### config.mk
export PLATFORM = sky130hd
export DESIGN_NAME = differential_drive_command_framer
export DESIGN_NICKNAME = d
export VERILOG_FILES = /design/src/rtl/ddcf_pkg.sv /design/src/rtl/differential_drive_command_framer.sv
export SDC_FILE = /design/constraint.sdc
export NUM_CORES = 1
export LEC_CHECK = 0
export BUFFER_PORTS_ARGS = -buffer_cell sky130_fd_sc_hd__buf_2
export CORE_MARGIN = 3
export CORE_UTILIZATION = 45
export CTS_BUF_LIST = sky130_fd_sc_hd__clkbuf_4 sky130_fd_sc_hd__clkbuf_8 sky130_fd_sc_hd__clkbuf_16
export DETAILED_ROUTE_END_ITERATION = 10
export PLACE_DENSITY_LB_ADDON = 0.05
export SLEW_MARGIN = 20
export SYNTH_ARGS = -nofsm -noshare
export SYNTH_HDL_FRONTEND = slang
export SYNTH_SLANG_ARGS = --single-unit
### constraint.sdc
create_clock -name clk -period 9.5 [get_ports clk]
set_input_delay 0.475 -clock clk [delete_from_list [all_inputs] [get_ports clk]]
set_output_delay 0.475 -clock clk [all_outputs]
set_load 0.02 [all_outputs]
### src/rtl/ddcf_pkg.sv
`default_nettype none
// ----------------------------------------------------------------------------
// ddcf_pkg
// Types and constants shared by the differential drive command framer.
// ----------------------------------------------------------------------------
package ddcf_pkg;

	localparam int unsigned FRAME_LEN   = 10;
	localparam int unsigned FRAME_BYTES = 2 * FRAME_LEN;
	localparam int unsigned IDX_W       = $clog2(FRAME_BYTES);
	localparam int unsigned BYTE_IDX_W  = $clog2(FRAME_LEN);

	localparam logic [7:0]  CENTRE    = 8'h2a;
	localparam logic [7:0]  REV_LO    = 8'h20;
	localparam logic [7:0]  REV_HI    = 8'h29;
	localparam logic [15:0] REV_FLAG  = 16'h8000;
	localparam logic [7:0]  HDR0      = 8'h55;
	localparam logic [7:0]  HDR1      = 8'haa;
	localparam logic [7:0]  DEV_ID    = 8'h01;
	localparam logic [7:0]  PAYLOAD   = 8'h04;
	localparam logic [7:0]  CMD_ACCEL = 8'h27;
	localparam logic [7:0]  CMD_SPEED = 8'h26;
	localparam logic [7:0]  ACCEL_SUM = 8'h2d;

	localparam logic [7:0] ACCEL_FRAME [FRAME_LEN] = '{
		HDR0, HDR1, DEV_ID, PAYLOAD, CMD_ACCEL, 8'h00, 8'h01, 8'h00, 8'h01, ACCEL_SUM
	};

	typedef struct packed {
		logic [7:0] stick_x;
		logic [7:0] stick_y;
	} sample_t;

	typedef struct packed {
		logic [7:0] tx_byte;
		logic       frame_end;
	} tx_result_t;

endpackage

`default_nettype wire

### src/rtl/differential_drive_command_framer.sv
`default_nettype none
// ----------------------------------------------------------------------------
// differential_drive_command_framer
// Turns one joystick sample into an acceleration frame and a speed frame,
// one byte per cycle.
// ----------------------------------------------------------------------------
// channel | ports                  | transfer
// sample  | start, busy, sample    | edge with start high and busy low
// result  | valid, result          | every edge that ends a cycle with valid
//
// One sample yields 20 bytes, one per cycle; the byte counter indexes them.
// The sample transfer loads the counter and the held sample, and the
// first byte is registered onto result from them. busy drops while the
// last byte is being registered, so the next sample can follow without a
// gap. Reset clears the counter and the strobe; the receiver cannot stall.
// ----------------------------------------------------------------------------
module differential_drive_command_framer (
	input  wire                   clk,
	input  wire                   arst_n,
	input  wire                   start,
	output logic                  busy,
	input  ddcf_pkg::sample_t     sample,
	output logic                  valid,
	output ddcf_pkg::tx_result_t  result
);

	localparam logic [ddcf_pkg::IDX_W-1:0] LAST_IDX = ddcf_pkg::IDX_W'(ddcf_pkg::FRAME_BYTES - 1);

	ddcf_pkg::sample_t          in_q;
	logic                       active_q;
	logic [ddcf_pkg::IDX_W-1:0] cnt_q;
	logic                       valid_q;
	ddcf_pkg::tx_result_t       result_q;

	logic        accept;
	logic        rev_x, rev_y;
	logic [15:0] dx_fwd, dx_rev, dy_fwd, dy_rev;
	logic [15:0] base, left, right;
	logic [7:0]  speed [ddcf_pkg::FRAME_LEN];
	logic [7:0]  csum;
	logic [7:0]  next_byte;
	logic [ddcf_pkg::BYTE_IDX_W-1:0] byte_idx;

	function automatic logic [15:0] scaled_diff(input logic [7:0] a, input logic [7:0] b);
		logic [15:0] d;
		d = {8'h00, a} - {8'h00, b};
		return (d << 6) + (d << 5);
	endfunction

	assign accept = start && !busy;
	assign busy   = active_q && (cnt_q != LAST_IDX);

	always_comb begin
		rev_x  = in_q.stick_x inside {[ddcf_pkg::REV_LO:ddcf_pkg::REV_HI]};
		rev_y  = in_q.stick_y inside {[ddcf_pkg::REV_LO:ddcf_pkg::REV_HI]};
		dx_fwd = scaled_diff(in_q.stick_x, ddcf_pkg::CENTRE);
		dx_rev = scaled_diff(ddcf_pkg::CENTRE, in_q.stick_x);
		dy_fwd = scaled_diff(in_q.stick_y, ddcf_pkg::CENTRE);
		dy_rev = scaled_diff(ddcf_pkg::CENTRE, in_q.stick_y);
		base   = rev_y ? (ddcf_pkg::REV_FLAG + dy_rev) : dy_fwd;
		if (in_q.stick_y == ddcf_pkg::CENTRE) begin
			if (rev_x) begin
				right = dx_rev;
				left  = ddcf_pkg::REV_FLAG + dx_rev;
			end else begin
				left  = dx_fwd;
				right = ddcf_pkg::REV_FLAG + dx_fwd;
			end
		end else if (rev_x) begin
			left  = base;
			right = base + dx_rev;
		end else begin
			left  = base + dx_fwd;
			right = base;
		end
		speed[0] = ddcf_pkg::HDR0;
		speed[1] = ddcf_pkg::HDR1;
		speed[2] = ddcf_pkg::DEV_ID;
		speed[3] = ddcf_pkg::PAYLOAD;
		speed[4] = ddcf_pkg::CMD_SPEED;
		speed[5] = left[15:8];
		speed[6] = left[7:0];
		speed[7] = right[15:8];
		speed[8] = right[7:0];
		csum = ddcf_pkg::HDR0 + ddcf_pkg::HDR1 + ddcf_pkg::DEV_ID + ddcf_pkg::PAYLOAD
			+ ddcf_pkg::CMD_SPEED + left[15:8] + left[7:0] + right[15:8] + right[7:0];
		speed[9] = csum;
		if (cnt_q < ddcf_pkg::IDX_W'(ddcf_pkg::FRAME_LEN)) begin
			byte_idx  = ddcf_pkg::BYTE_IDX_W'(cnt_q);
			next_byte = ddcf_pkg::ACCEL_FRAME[byte_idx];
		end else begin
			byte_idx  = ddcf_pkg::BYTE_IDX_W'(cnt_q - ddcf_pkg::IDX_W'(ddcf_pkg::FRAME_LEN));
			next_byte = speed[byte_idx];
		end
	end

	// track the active flag, advance the byte counter
	always_ff @(posedge clk or negedge arst_n) begin
		if (!arst_n) begin
			active_q <= 1'b0;
			cnt_q    <= '0;
		end else if (accept) begin
			active_q <= 1'b1;
			cnt_q    <= '0;
		end else if (active_q) begin
			if (cnt_q == LAST_IDX) begin
				active_q <= 1'b0;
				cnt_q    <= '0;
			end else begin
				cnt_q    <= cnt_q + 1'b1;
			end
		end
	end

	always_ff @(posedge clk) begin
		if (accept) begin
			in_q <= sample;
		end
	end

	always_ff @(posedge clk or negedge arst_n) begin
		if (!arst_n) begin
			valid_q <= 1'b0;
		end else begin
			valid_q <= active_q;
		end
	end

	always_ff @(posedge clk) begin
		if (active_q) begin
			result_q.tx_byte   <= next_byte;
			result_q.frame_end <= (cnt_q == LAST_IDX);
		end
	end

	assign valid  = valid_q;
	assign result = result_q;

`ifndef SYNTH
	a_cnt_range: assert property (@(posedge clk) disable iff (!arst_n)
		cnt_q <= LAST_IDX)
		else $error("byte counter out of range");

	a_valid_src: assert property (@(posedge clk) disable iff (!arst_n)
		valid |-> $past(active_q))
		else $error("strobe without a byte in progress");

	a_frame_done: assert property (@(posedge clk) disable iff (!arst_n)
		(start && !busy) |-> ##21 (valid && result.frame_end))
		else $error("speed frame did not end 21 cycles after transfer");
`endif

endmodule

`default_nettype wire

**Word-level counts from Yosys, hierarchy flattened**

Memory sizes are Yosys's and may differ from the RTL's.
Index checks and enable logic that the tools add are counted.

- Bitwise gates (word level): 2
- Muxes and demuxes: 19
- $add $sub $neg: 19
- Magnitude comparators: 7
- Reduce and logical (&&, ||, !) cells: 6
- Equality and inequality tests: 3

Operators by type and width:

| operator | count |
|---|---|
| two-way mux 16 bit | 7 |
| adder 15 x 14 -> 16 bit | 4 |
| adder 16 bit, first input constant | 3 |
| two-way mux 8 bit | 5 |
| adder 16 bit | 2 |
| binary-select mux 8 bit (select 4 bit) | 1 |
| adder 8 bit | 3 |
| subtractor 6 x 8 -> 9 bit, first input constant | 2 |
| subtractor 8 x 6 -> 9 bit, second input constant | 2 |
| >= comparator 8 x 6 -> 1 bit, second input constant | 2 |
| <= comparator 8 x 6 -> 1 bit, second input constant | 2 |
| two-way mux 5 bit | 3 |
| >= comparator 5 bit, second input constant | 2 |
| inverter 4 -> 5 bit | 2 |
| adder 6 x 8 -> 8 bit, first input constant | 1 |
| equality test 8 x 6 -> 1 bit, second input constant | 1 |
| adder 5 x 1 -> 5 bit, second input constant | 1 |
| equality test 5 bit, second input constant | 1 |
| < comparator 5 x 4 -> 1 bit, second input constant | 1 |
| inequality test 5 bit, second input constant | 1 |
| logical AND 1 bit | 4 |
| subtractor 4 bit, second input constant | 1 |
| two-way mux 1 bit | 3 |
| nonzero test 2 bit | 1 |
| logical NOT 1 bit | 1 |

- Bits in read-only memories: 128
- Input bits: 19
- Register bits: 32
- Memories kept: 1

Memories:

| name | depth | width | read ports | clocked after Yosys merged registers in | write ports | RTL line | source |
|---|---|---|---|---|---|---|---|
| (no name shown) | 16 | 8 | 1 | 0 | 0 | differential_drive_command_framer.sv:90 | `next_byte = ddcf_pkg::ACCEL_FRAME[byte_idx];` |

**Depth between registers and ports, before layout**

Gate-level depths: netlist of the first run.

- Depth in word-level cells: 15
- Mapped depth: 36
- Gate-level depth less buffers: 35

**Worst setup path before layout of the first run**

Ideal clock, no wire load.

- Path kind: reg-to-reg
- Start: register in_q[1] in the netlist's numbering
- End: register result_q, in the netlist result[8], data pin
- Setup time: 0.261 ns
- Path slack: 2.550 ns
- Data required time: 9.239 ns
- Arrival time: 6.689 ns
- Cell stages (with the launch flop): 34
- Path through: edfxtp_1 -> buf_2 -> inv_1 -> ha_1 -> clkbuf_1 -> xnor2_1 -> ha_1 -> and2_1 -> a311o_1 -> a221o_1 -> xor2_1 -> nor2_1 -> a21oi_1 -> ha_1 -> o21ai_0 -> nand2b_1 -> o41ai_1 -> o21a_1 -> xor2_1 -> a21oi_1 -> nand2_1 -> fa_1 -> inv_1 -> fa_1 -> ha_1 -> ha_1 -> nand2b_1 -> o21bai_1 -> xnor2_1 -> xnor2_1 -> xor2_1 -> xnor2_1 -> xnor2_1 -> a311o_1

- Longest elaborated chain between the ends: 15
- Elaborated cells between the ends (all ways): 24
- Classes of those cells: add/sub: 11; order compare: 2; eq/ne: 1; mux: 9; reduce/logical: 1

Ends and longest elaborated chain:

| item | RTL line | source |
|---|---|---|
| start, declared | differential_drive_command_framer.sv:29 | `ddcf_pkg::sample_t in_q;` |
| start signal, assigned | differential_drive_command_framer.sv:117 | `in_q <= sample;` |
| subtractor 6 x 8 -> 9 bit | differential_drive_command_framer.sv:46 | `d = {8'h00, a} - {8'h00, b};` |
| adder 15 x 14 -> 16 bit | differential_drive_command_framer.sv:47 | `return (d << 6) + (d << 5);` |
| adder 16 bit | differential_drive_command_framer.sv:60 | `base = rev_y ? (ddcf_pkg::REV_FLAG + dy_rev) : dy_fwd;` |
| two-way mux 16 bit | differential_drive_command_framer.sv:60 |  |
| adder 16 bit | differential_drive_command_framer.sv:73 | `left = base + dx_fwd;` |
| two-way mux 16 bit | differential_drive_command_framer.sv:69 | `end else if (rev_x) begin` |
| two-way mux 16 bit | differential_drive_command_framer.sv:61 | `if (in_q.stick_y == ddcf_pkg::CENTRE) begin` |
| adder 6 x 8 -> 8 bit | differential_drive_command_framer.sv:86 | `+ ddcf_pkg::CMD_SPEED + left[15:8] + left[7:0] + right[15:8] + right[7:0];` |
| adder 8 bit (3 in series) | differential_drive_command_framer.sv:86 |  |
| binary-select mux 8 bit (select 4 bit) * | differential_drive_command_framer.sv:93 | `next_byte = speed[byte_idx];` |
| two-way mux 8 bit (implied by the code) * (2 in series) | differential_drive_command_framer.sv:93 |  |
| two-way mux 8 bit * | differential_drive_command_framer.sv:88 | `if (cnt_q < ddcf_pkg::IDX_W'(ddcf_pkg::FRAME_LEN)) begin` |
| via next_byte[7] | differential_drive_command_framer.sv:41 | `logic [7:0] next_byte;` |
| end, declared | differential_drive_command_framer.sv:33 | `ddcf_pkg::tx_result_t result_q;` |

Mark *: on every way through the listed nets, which the timed path passes. The rest lies on a longest branch. The select of a mux whose other input is x is not followed.
A chain may end at the register's enable or synchronous reset.

**Final worst setup path of the first run**

Ends and elaborated chain as after synthesis.

==> results by group, run 1 <==
Run status
  • Outcome: complete, no violations

STA
  • Worst-margin pin slew: between 700 and 800 ps
  • Final hold vios: 0
  • Clock skew: approximately 5.2 ps
  • Tcrit/Tclk final: about four fifths
  • Minimum clock period: roughly 7700 ps
  • TNS Setup: 0 ps
  • Hold slack final: 15.4 ps
  • Final setup fails: 0
  • Max Clock Freq: about 0.13 GHz
  • Max transition margin: roughly 50%
  • Unrepaired setup endpoints after global routing: no
  • Slew Viols, Final: 0

Worst setup path
  • Worst path required time: around 9500 ps
  • R2r endpoint: result[8]$_DFFE_PP_
  • Crit path launch type: flop
  • Crit path DAT: 7770 ps
  • FF-to-FF setup slack: roughly 1800 ps
  • Worst Path Buf+Inv: 2
  • Crit path max fanout: 10
  • R2R depth: 31
  • CP peak stage delay: 540 ps
  • Crit Path Category: flop to flop
  • Levels on crit path: 31
  • CP startpoint: in_q[1]$_DFFE_PP_
  • Cell family with most CP delay: adder cells
  • Critical Path Sink: result[8]$_DFFE_PP_
  • Worst setup EP type: flop
  • FF-to-FF Start: in_q[1]$_DFFE_PP_
  • Slowest-stage cell, CP: edfxtp_1

Floorplanning
  • Core Footprint: around 0.012 mm²
  • Die area: between 0.01 and 0.015 mm²
  • IO Pins: 30
  • Die Span Y: between 100 and 150 µm
  • FP Rows: 40
  • Starting density of the core: a little under half
  • Die X: about 120 µm

Clocking
  • Number of CTS-inserted buffers: 5
  • Clk_lat worst skew: a little under 300 ps
  • Post-CTS Setup Inserts: 0
  • Post-CTS resize count: 0
  • Hold buffers post-CTS: 0
  • Clk Tree Root Cell: clkbuf_16
  • CTS tree: done
  • Clock Tree Buf Depth: 2
  • H-Tree Depth: 2
  • Clock-pin slew on the worst setup and hold paths: around 50 ps
  • Clock sink total: 32

Placed design
  • Port Buffers: 29
  • Routability cong.: 0.898
  • Placed cells: approximately 870
  • DP HPWL: 11.9 mm

Synth
  • Distinct cell type count after synthesis: between 80 and 90
  • Syn_nets: approximately 800
  • Cell Area, Synth: 0.00566 mm²
  • Synth warn: 0
  • Yosys top cell area share: about 16%
  • Yosys reg bits: 32
  • Top-count cell post-synth: ha_1
  • Mapped Avg Cell Area: around 8.1 µm²
  • Post-synth EDFFs: 25
  • Synth async-reset ratio: 21.9%
  • Sequential fraction of the synthesis area: around 16%
  • Post-synth top cells: ha_1 (71), nor2_1 (61), a21oi_1 (59), nand2_1 (59), o21ai_0 (46)
  • Top_reg_cell synth: edfxtp_1
  • Top area cells in the synthesized netlist: ha_1 (16%), edfxtp_1 (13%), xnor2_1 (6.8%)
  • Mapped Cells: ~700
  • Synth area leader: ha_1

Layout
  • Multi-input logic area: between 0.004 and 0.005 mm²
  • Register area: 926 µm²
  • Fraction of layout cells with a size suffix above 1: between 8 and 9%
  • Fill cells: approximately 1200
  • Antenna Cells: 0
  • Area grow syn2layout: 7.06%
  • Fin cells: a little under 900
  • Number of nets in the layout: around 810
  • Post-layout util: 49.8%

GRT
  • Largest net degree at the start of global routing: 32
  • First-pass GRT wire length: 23.8 mm
  • Initial antenna violation count: 0
  • Total gr overflow: 0
  • Vias in the first global route: 4739
  • All-Layer GR Usage: between 20% and 30%

Route
  • Drt total wl: ~15 mm
  • Violation count after the first detailed-route iteration: between 300 and 400
  • Via density: 5.86
  • Vias after detailed routing: approximately 5200
  • Routed len/inst: around 17 µm
  • DRC Markers: 0
  • Post-DRT Antenna Nets: 0
  • DRT Pass-1 Iters: 5

Hold path
  • Hold Path Class: primary input to asynchronous set/reset pin

Job
  • Max-cap violations: 0
-- per-layer routing --
layer  share of wire [%]  GRT usage, %  wire length [µm]
met4                 1.6          5.64               230
met3                 5.3          2.79               779
met1                  48          30.2              7140
met2                  45          33.0              6620
met5                   0             0                 0
-- registers in the layout (all words and copies together), names as in the netlist --
| name | count |
|---|---|
| result | 9 |
| in_q | 16 |
| valid | 1 |
| cnt_q | 5 |
| active_q | 1 |
-- placed cells by master, fill, tap and decap left out, drive strengths merged, types with 6 or more instances in the layout --
cell     n
nor2b   16
nor3     7
a21o    14
nand2   59
ha      71
a211oi   7
inv     41
o21a    14
nor2    61
o211ai   6
mux2i    7
xnor2   45
fa      11
nand2b   9
and3     6
nand3   14
xor2    28
edfxtp  25
and2     9
buf     31
clkbuf   8
a31oi   12
a21boi   6
o21bai   6
o21ai   51
dfrtp    7
a21oi   60
-- worst min-delay path by stage --
stage | start | to | slack, ps
after floorplan | arst_n | active_q$_DFF_PN0_ | 180
after global placement | arst_n | cnt_q[4]$_DFFE_PN0P_ | 320
after detailed placement | arst_n | cnt_q[4]$_DFFE_PN0P_ | 320
after CTS | arst_n | cnt_q[4]$_DFFE_PN0P_ | 10
after global routing | arst_n | cnt_q[4]$_DFFE_PN0P_ | 20
final | arst_n | cnt_q[4]$_DFFE_PN0P_ | 20
-- worst reg2reg max path, delay by kind of cell (launching register included) --
family / cells / cell delay (ps)
AOI/OAI and AO/OA: 9 / 2410
xor gates and xnor gates: 8 / 1210
adders and majority gates: 7 / 2620
buffers and inverters: 2 / 240
DFF: 1 / 540
and+or+nand+nor: 5 / 490
-- per-stage QoR --
stage	setup WS, ps	cell area (µm²)
after floorplan	2550	5660
after global placement	2040	5900
after detailed placement	1830	5900
after CTS	1790	6060
after global routing	1270	6060
final	1770	6060
-- logic make-up (layout without fill, tap and decap cells) --
| group | count (synthesis) | after routing | share of synthesized area [%] |
|---|---|---|---|
| AOI/OAI and AO/OA | 228 | 228 | 27.2 |
| and+or+nand+nor | 207 | 207 | 18.1 |
| adders and majority gates | 82 | 82 | 19.6 |
| xor gates and xnor gates | 73 | 73 | 11.8 |
| buffers and inverters | 69 | 81 | 5.11 |
| DFF | 32 | 32 | 16.4 |
| muxes | 10 | 10 | 1.84 |
-- layout make-up --
class                   instances  area share (%)
well taps                     168            3.47
inverters                      42            2.60
clock buffers                   8            2.64
multi-input cells             600            73.3
flip-flops and latches         32            15.3
repair buffers                 31            2.64
Power of run 1 is left out: the tool's default activity adds up to more than one toggle a clock period on the data nets, which glitch-free logic cannot reach.
==> inputs of run 2 (changes only) <==
- ABC_AREA: not set -> 1
- clock period: 9.5 -> 6.47 ns (I/O delays scaled with it)
==> run 2 against run 1 <==
Fmax up 27%; setup slack lost 1400 ps; utilization rose by 4.5 points; synthesized cell count increased by 29%; worst hold slack better by 190 ps; wire length increased by 20%; clock skew hardly changed; synthesized area up 5.1%; cell count is 28% higher; sequential share of layout area shrank 1.9 points; critical path type unchanged; highest routed layer unchanged.
==> results by group, run 2 <==
GRT
  • Vias in the first global route: around 5800
  • Total gr overflow: 0
  • Initial antenna violation count: 0
  • All-Layer GR Usage: a little under a quarter
  • First-pass GRT wire length: between 20 and 30 mm
  • Largest net degree at the start of global routing: 30

Clocking
  • CTS tree: done
  • Clock-pin slew on the worst setup and hold paths: 50 ps
  • Clk Tree Root Cell: clkbuf_16
  • H-Tree Depth: 2
  • Clock sink total: 32
  • Clk_lat worst skew: between 200 and 300 ps
  • Clock Tree Buf Depth: 2
  • Number of CTS-inserted buffers: 5

Worst setup path
  • Slowest-stage cell, CP: fa_1
  • CP startpoint: in_q[1]$_DFFE_PP_
  • FF-to-FF Start: in_q[1]$_DFFE_PP_
  • Worst setup EP type: flop
  • Worst path required time: around 6500 ps
  • R2R depth: 40
  • Crit path launch type: flop
  • Crit path max fanout: 5
  • Crit path top cell by count: nand2_1
  • CP peak stage delay: about 530 ps
  • Critical Path Sink: result[8]$_DFFE_PP_
  • Crit Path Category: flop to flop
  • R2r endpoint: result[8]$_DFFE_PP_
  • FF-to-FF setup slack: 370 ps
  • Crit path DAT: around 6000 ps

Layout
  • Area grow syn2layout: 16.7%
  • Fin cells: 1126
  • Antenna Cells: 0
  • Number of nets in the layout: ~1100
  • Most used cells in the layout excluding fill and tap cells: nand2_1 (229), inv_1 (124), nand3_1 (82), ha_1 (56), a21oi_1 (53)
  • Max FFs per register: 16
  • Fraction of layout cells with a size suffix above 1: between 10% and 20%
  • Most flops, register: in_q
  • Leading cell type in the layout, fill and taps excluded: nand2_1

Synth
  • Sequential fraction of the synthesis area: between 15 and 20%
  • Top_reg_cell synth: edfxtp_1
  • Synth warn: 0
  • Synth area leader: nand2_1
  • Top area cells in the synthesized netlist: nand2_1 (15%), ha_1 (15%), edfxtp_1 (13%)
  • Distinct cell type count after synthesis: 52
  • Mapped Cells: between 900 and 1000
  • Cell Area, Synth: roughly 0.006 mm²
  • XOR/XNOR Fraction of Synth Area: around 8%
  • Yosys top cell area share: approximately 15%
  • Yosys reg bits: 32
  • Synth async-reset ratio: 21.9%
  • Mapped Avg Cell Area: about 6.6 µm²
  • Largest family of logic cells by synthesized area: simple AND/OR/NAND/NOR gates
  • Post-synth top cells: nand2_1 (241), inv_1 (130), nand3_1 (86)
  • Adder-cell area share of the yosys netlist: 18.7%
  • Compound-cell area share of the yosys netlist: 15.4%
  • Mux cell area share after synthesis: 0%
  • Post-Synth Simple-Gate Area: 31.2%
  • Post-synth EDFFs: 25
  • Syn_nets: roughly 1000
  • Top-count cell post-synth: nand2_1

STA
  • TNS Setup: 0 ps
  • Minimum clock period: about 6100 ps
  • Max Clock Freq: 0.164 GHz
  • Slew Viols, Final: 0
  • Clock skew: 5.35 ps
  • Max transition margin: a little under two thirds
  • Worst-margin pin slew: 545 ps
  • Final setup fails: 0
  • Tcrit/Tclk final: a little over nine tenths
  • Final hold vios: 0

Power
  • Leakage power: 0.00353 µW
  • Maximum VDD drop: roughly 460 µV
  • Power density cells: about 530 mW/mm²

Placed design
  • Routability cong.: approximately 0.96
  • Placed cells: roughly 1100
  • DP HPWL: roughly 14 mm
  • Port Buffers: 29

Route
  • Routed len/inst: roughly 16 µm
  • Vias after detailed routing: 6028
  • Violation count after the first detailed-route iteration: approximately 320
  • Via density: 5.35
  • DRC Markers: 0
  • Drt total wl: around 18 mm
  • DRT Pass-1 Iters: 5
  • Post-DRT Antenna Nets: 0

Hold path
  • Worst hold path cell count: 1
  • Hold Path Class: primary input to flop

Floorplanning
  • IO Pins: 30
  • Die Span Y: approximately 120 µm
  • Die X: 121 µm
  • Starting density of the core: about 47%
  • FP Rows: a little over 40
  • Core Footprint: around 0.013 mm²
  • Die area: 0.0146 mm²

Job
  • Max-cap violations: 0

Run status
  • Outcome: complete, no violations
run 2: final cells by class:
cell class	count	area, µm²
inverter	145	552
clock buffer	8	154
multi-input combinational	709	4700
timing repair buffer	60	384
tap	172	215
sequential	32	926
fill	1264	5840
run 2: worst max-delay path, delay by kind of cell, from the launching register on:
kind / cells / cell delay, ps
AO/OA/AOI/OAI: 5 / 770
XOR/XNOR: 2 / 220
adder cells (fa/ha/maj): 6 / 1940
buffers and inverters: 4 / 480
flip-flops: 1 / 500
AND/OR/NAND/NOR: 23 / 1910
run 2: worst min-delay path by stage:
stage / startpoint / endpoint / slack, ps
final: sample[15] / in_q[15]$_DFFE_PP_ / 210
after global placement: arst_n / cnt_q[3]$_DFFE_PN0P_ / 160
after global routing: sample[11] / in_q[11]$_DFFE_PP_ / 200
after CTS: sample[15] / in_q[15]$_DFFE_PP_ / 200
after floorplan: arst_n / active_q$_DFF_PN0_ / 30
after detailed placement: arst_n / cnt_q[3]$_DFFE_PN0P_ / 170
run 2: kinds of logic after synthesis:
group / Yosys count
simple gates: 420
buf+inv: 163
compound gates: 155
fa+ha+maj: 82
xor+xnor: 52
flops: 32
run 2: what timing repair did:
item                                   4_1_cts  5_1_grt
setup endpoints to repair                    1        2
gates resized for setup                      1       73
setup buffers                                0       16
endpoints found under the hold margin        7        0
hold buffers                                 1        0
pin swaps                                    0       23
run 2: report_power, final:
part	switching (µW)	internal (µW)	total, µW	leakage [µW]
Sequential	60.1	290	350	0.000326
Clock	88.6	162	250	0.0000780
Combinational	1810	1240	3060	0.00313
run 2: metal layers:
metal,GRT usage [%],vias up,wire [µm]
met5,0,-,0
met4,10.7,0,762
met3,2.94,43,702
met2,40.3,128,8480
met1,30.2,2794,7750
li1,-,3063,-
run 2: through the flow:
| step | cell area (µm²) | setup slack [ps] | total power [µW] | hold slack, ps | utilization [%] |
|---|---|---|---|---|---|
| 5_1_grt | 6930 | -104 | 4090 | 202 | 54.3 |
| 3_5_place_dp | 6280 | 2.16 | 3030 | 168 | 49.2 |
| 3_3_place_gp | 6280 | 132 | 3010 | 163 | 49.2 |
| 2_1_floorplan | 5940 | 613 | 2460 | 27.9 | - |
| 4_1_cts | 6450 | 0.500 | 3300 | 202 | 50.5 |
| 6_report | 6930 | 367 | 3660 | 210 | 54.3 |
(Power assumes the default switching activity.)
==> inputs of run 3 (changes only) <==
- ABC_AREA: 1 -> not set
- CTS_CLUSTER_DIAMETER: not set -> 80
- clock period: 6.47 -> 5.6 ns (I/O delays scaled with it)
==> run 3 against run 2 <==
Die area down 4.6%; highest routed layer unchanged; non-clock buffer count rose by 193; clock skew about the same; sequential share of layout area is 2.1 points lower; the flow now finishes with violations (setup timing); utilization is 14 points higher; design area increased by 19%; sequential cell count is the same; fmax down 11%; first-iteration DRC count increased by 58%; critical path depth down 10; count of clock-buffer cells in the layout is 3 lower.
==> results by group, run 3 (same netlist as run 1, synthesis figures left out) <==
Run status
  • Outcome: finished with violations
  • Violated checks: setup timing

GRT
  • All-Layer GR Usage: about a quarter
  • Largest net degree at the start of global routing: 21
  • Vias in the first global route: slightly below 6000
  • First-pass GRT wire length: 28.4 mm
  • Initial antenna violation count: 0
  • Total gr overflow: 0

Route
  • Routed len/inst: 15.9 µm
  • DRC Markers: 0
  • Vias after detailed routing: ~6000
  • Drt total wl: around 17 mm
  • DRT Pass-1 Iters: 5
  • Via density: roughly 5.4
  • Violation count after the first detailed-route iteration: about 500
  • Post-DRT Antenna Nets: 0

Layout
  • Leading cell type in the layout, fill and taps excluded: buf_4
  • Number of nets in the layout: a little over 1000
  • Final Cell Area: 0.00825 mm²
  • Most flops, register: in_q
  • Max FFs per register: 16
  • Antenna Cells: 0
  • Fin cells: 1103
  • Fraction of layout cells with a size suffix above 1: 37.0%
  • Area grow syn2layout: 45.8%
  • Fill cells: 1018
  • Most used cells in the layout excluding fill and tap cells: buf_4 (216), nand2_1 (59), nor2_1 (58), ha_1 (56), a21oi_1 (46)

Floorplanning
  • Die X: 118 µm
  • Starting density of the core: 46.5%
  • Die area: 0.0140 mm²
  • Die Span Y: around 120 µm
  • Core Footprint: 0.0122 mm²
  • IO Pins: 30
  • FP Rows: 40

STA
  • Worst-margin pin slew: ~780 ps
  • Slew Viols, Final: 0
  • Unrepaired setup endpoints after global routing: yes
  • Tcrit/Tclk final: 123%
  • Clock skew: approximately 5.1 ps
  • Minimum clock period: just under 7000 ps
  • Final hold vios: 0
  • Max transition margin: 48.0%
  • Final setup fails: 4
  • Max Clock Freq: around 0.15 GHz
  • Final setup margin: -1270 ps

Worst setup path
  • CP peak stage delay: 520 ps
  • Crit Path Category: flop to flop
  • Worst path required time: 5640 ps
  • Crit path DAT: between 6000 and 7000 ps
  • FF-to-FF Start: in_q[1]$_DFFE_PP_
  • Worst setup EP type: flop
  • Slowest-stage cell, CP: fa_1
  • CP startpoint: in_q[1]$_DFFE_PP_
  • R2R depth: 30
  • Crit path launch type: flop
  • R2r endpoint: result[8]$_DFFE_PP_
  • Critical Path Sink: result[8]$_DFFE_PP_
  • FF-to-FF setup slack: -1270 ps
  • Crit path max fanout: 6

Placed design
  • Placed Area: ~0.0077 mm²
  • Port Buffers: 29
  • Routability cong.: 0.915
  • DP HPWL: approximately 14 mm
  • Placed cells: 1075

Hold path
  • Hold wc startpoint: sample[10]
  • Hold Path Class: primary input to flop
  • Worst hold path cell count: 1

Clocking
  • Number of CTS-inserted buffers: 5
  • Clk Tree Root Cell: clkbuf_16
  • Clock sink total: 32
  • Clock Tree Buf Depth: 2
  • CTS tree: done
  • Clock-pin slew on the worst setup and hold paths: roughly 60 ps
  • H-Tree Depth: 2
  • Clk_lat worst skew: about 290 ps

Job
  • Max-cap violations: 0
run 3: stage by stage:
stage | utilization [%] | hold WS, ps | setup WS, ps | TNS, ps
floorplan | - | -15.6 | -932 | -1350
global placement | 63.2 | 117 | -1130 | -2580
detailed placement | 63.2 | 122 | -1270 | -2900
CTS | 65.9 | 145 | -1200 | -2580
global route | 67.8 | 154 | -1550 | -3550
finish | 67.8 | 156 | -1270 | -2440
run 3: worst max-delay path, delay by kind of cell (launching register included):
family,cells,cell delay (ps)
simple gates,6,970
flops,1,470
compound gates,8,1560
buf+inv,2,250
fa+ha+maj,7,2180
xor+xnor,7,1150
run 3: per-layer routing:
| metal | GRT usage [%] | vias up | part of all wire (%) | wire [µm] |
|---|---|---|---|---|
| li1 | - | 3018 | - | - |
| met1 | 32.1 | 2803 | 46 | 8050 |
| met2 | 42.7 | 149 | 48 | 8440 |
| met3 | 3.60 | 26 | 3.9 | 686 |
| met4 | 6.81 | 0 | 1.8 | 308 |
| met5 | 0 | - | 0 | 0 |
run 3: worst min-delay path by stage:
stage,end,slack [ps]
6_report,in_q[10]$_DFFE_PP_,160
5_1_grt,in_q[10]$_DFFE_PP_,150
4_1_cts,in_q[15]$_DFFE_PP_,150
3_5_place_dp,cnt_q[2]$_DFFE_PN0P_,120
3_3_place_gp,cnt_q[3]$_DFFE_PN0P_,120
2_1_floorplan,active_q$_DFF_PN0_,-20
run 3: repair_timing:
| action | in CTS | in global routing |
|---|---|---|
| endpoints found under the setup margin | 4 | 5 |
| endpoints found under the hold margin | 7 | 0 |
| pin swaps | 9 | 21 |
| buffers inserted | 7 | 12 |
| gates resized for setup | 21 | 36 |
| hold buffers | 1 | 0 |
run 3: area by class of cell:
type / count / area, µm² / share of cell area [%]
well taps: 168 / 210 / 2.55
clock inverters: 3 / 18.8 / 0.228
flip-flops and latches: 32 / 926 / 11.2
inverters: 42 / 170 / 2.06
multi-input cells: 600 / 4910 / 59.5
repair buffers: 253 / 1890 / 22.9
clock buffers: 5 / 125 / 1.52
Power of run 3 is left out for the same reason.
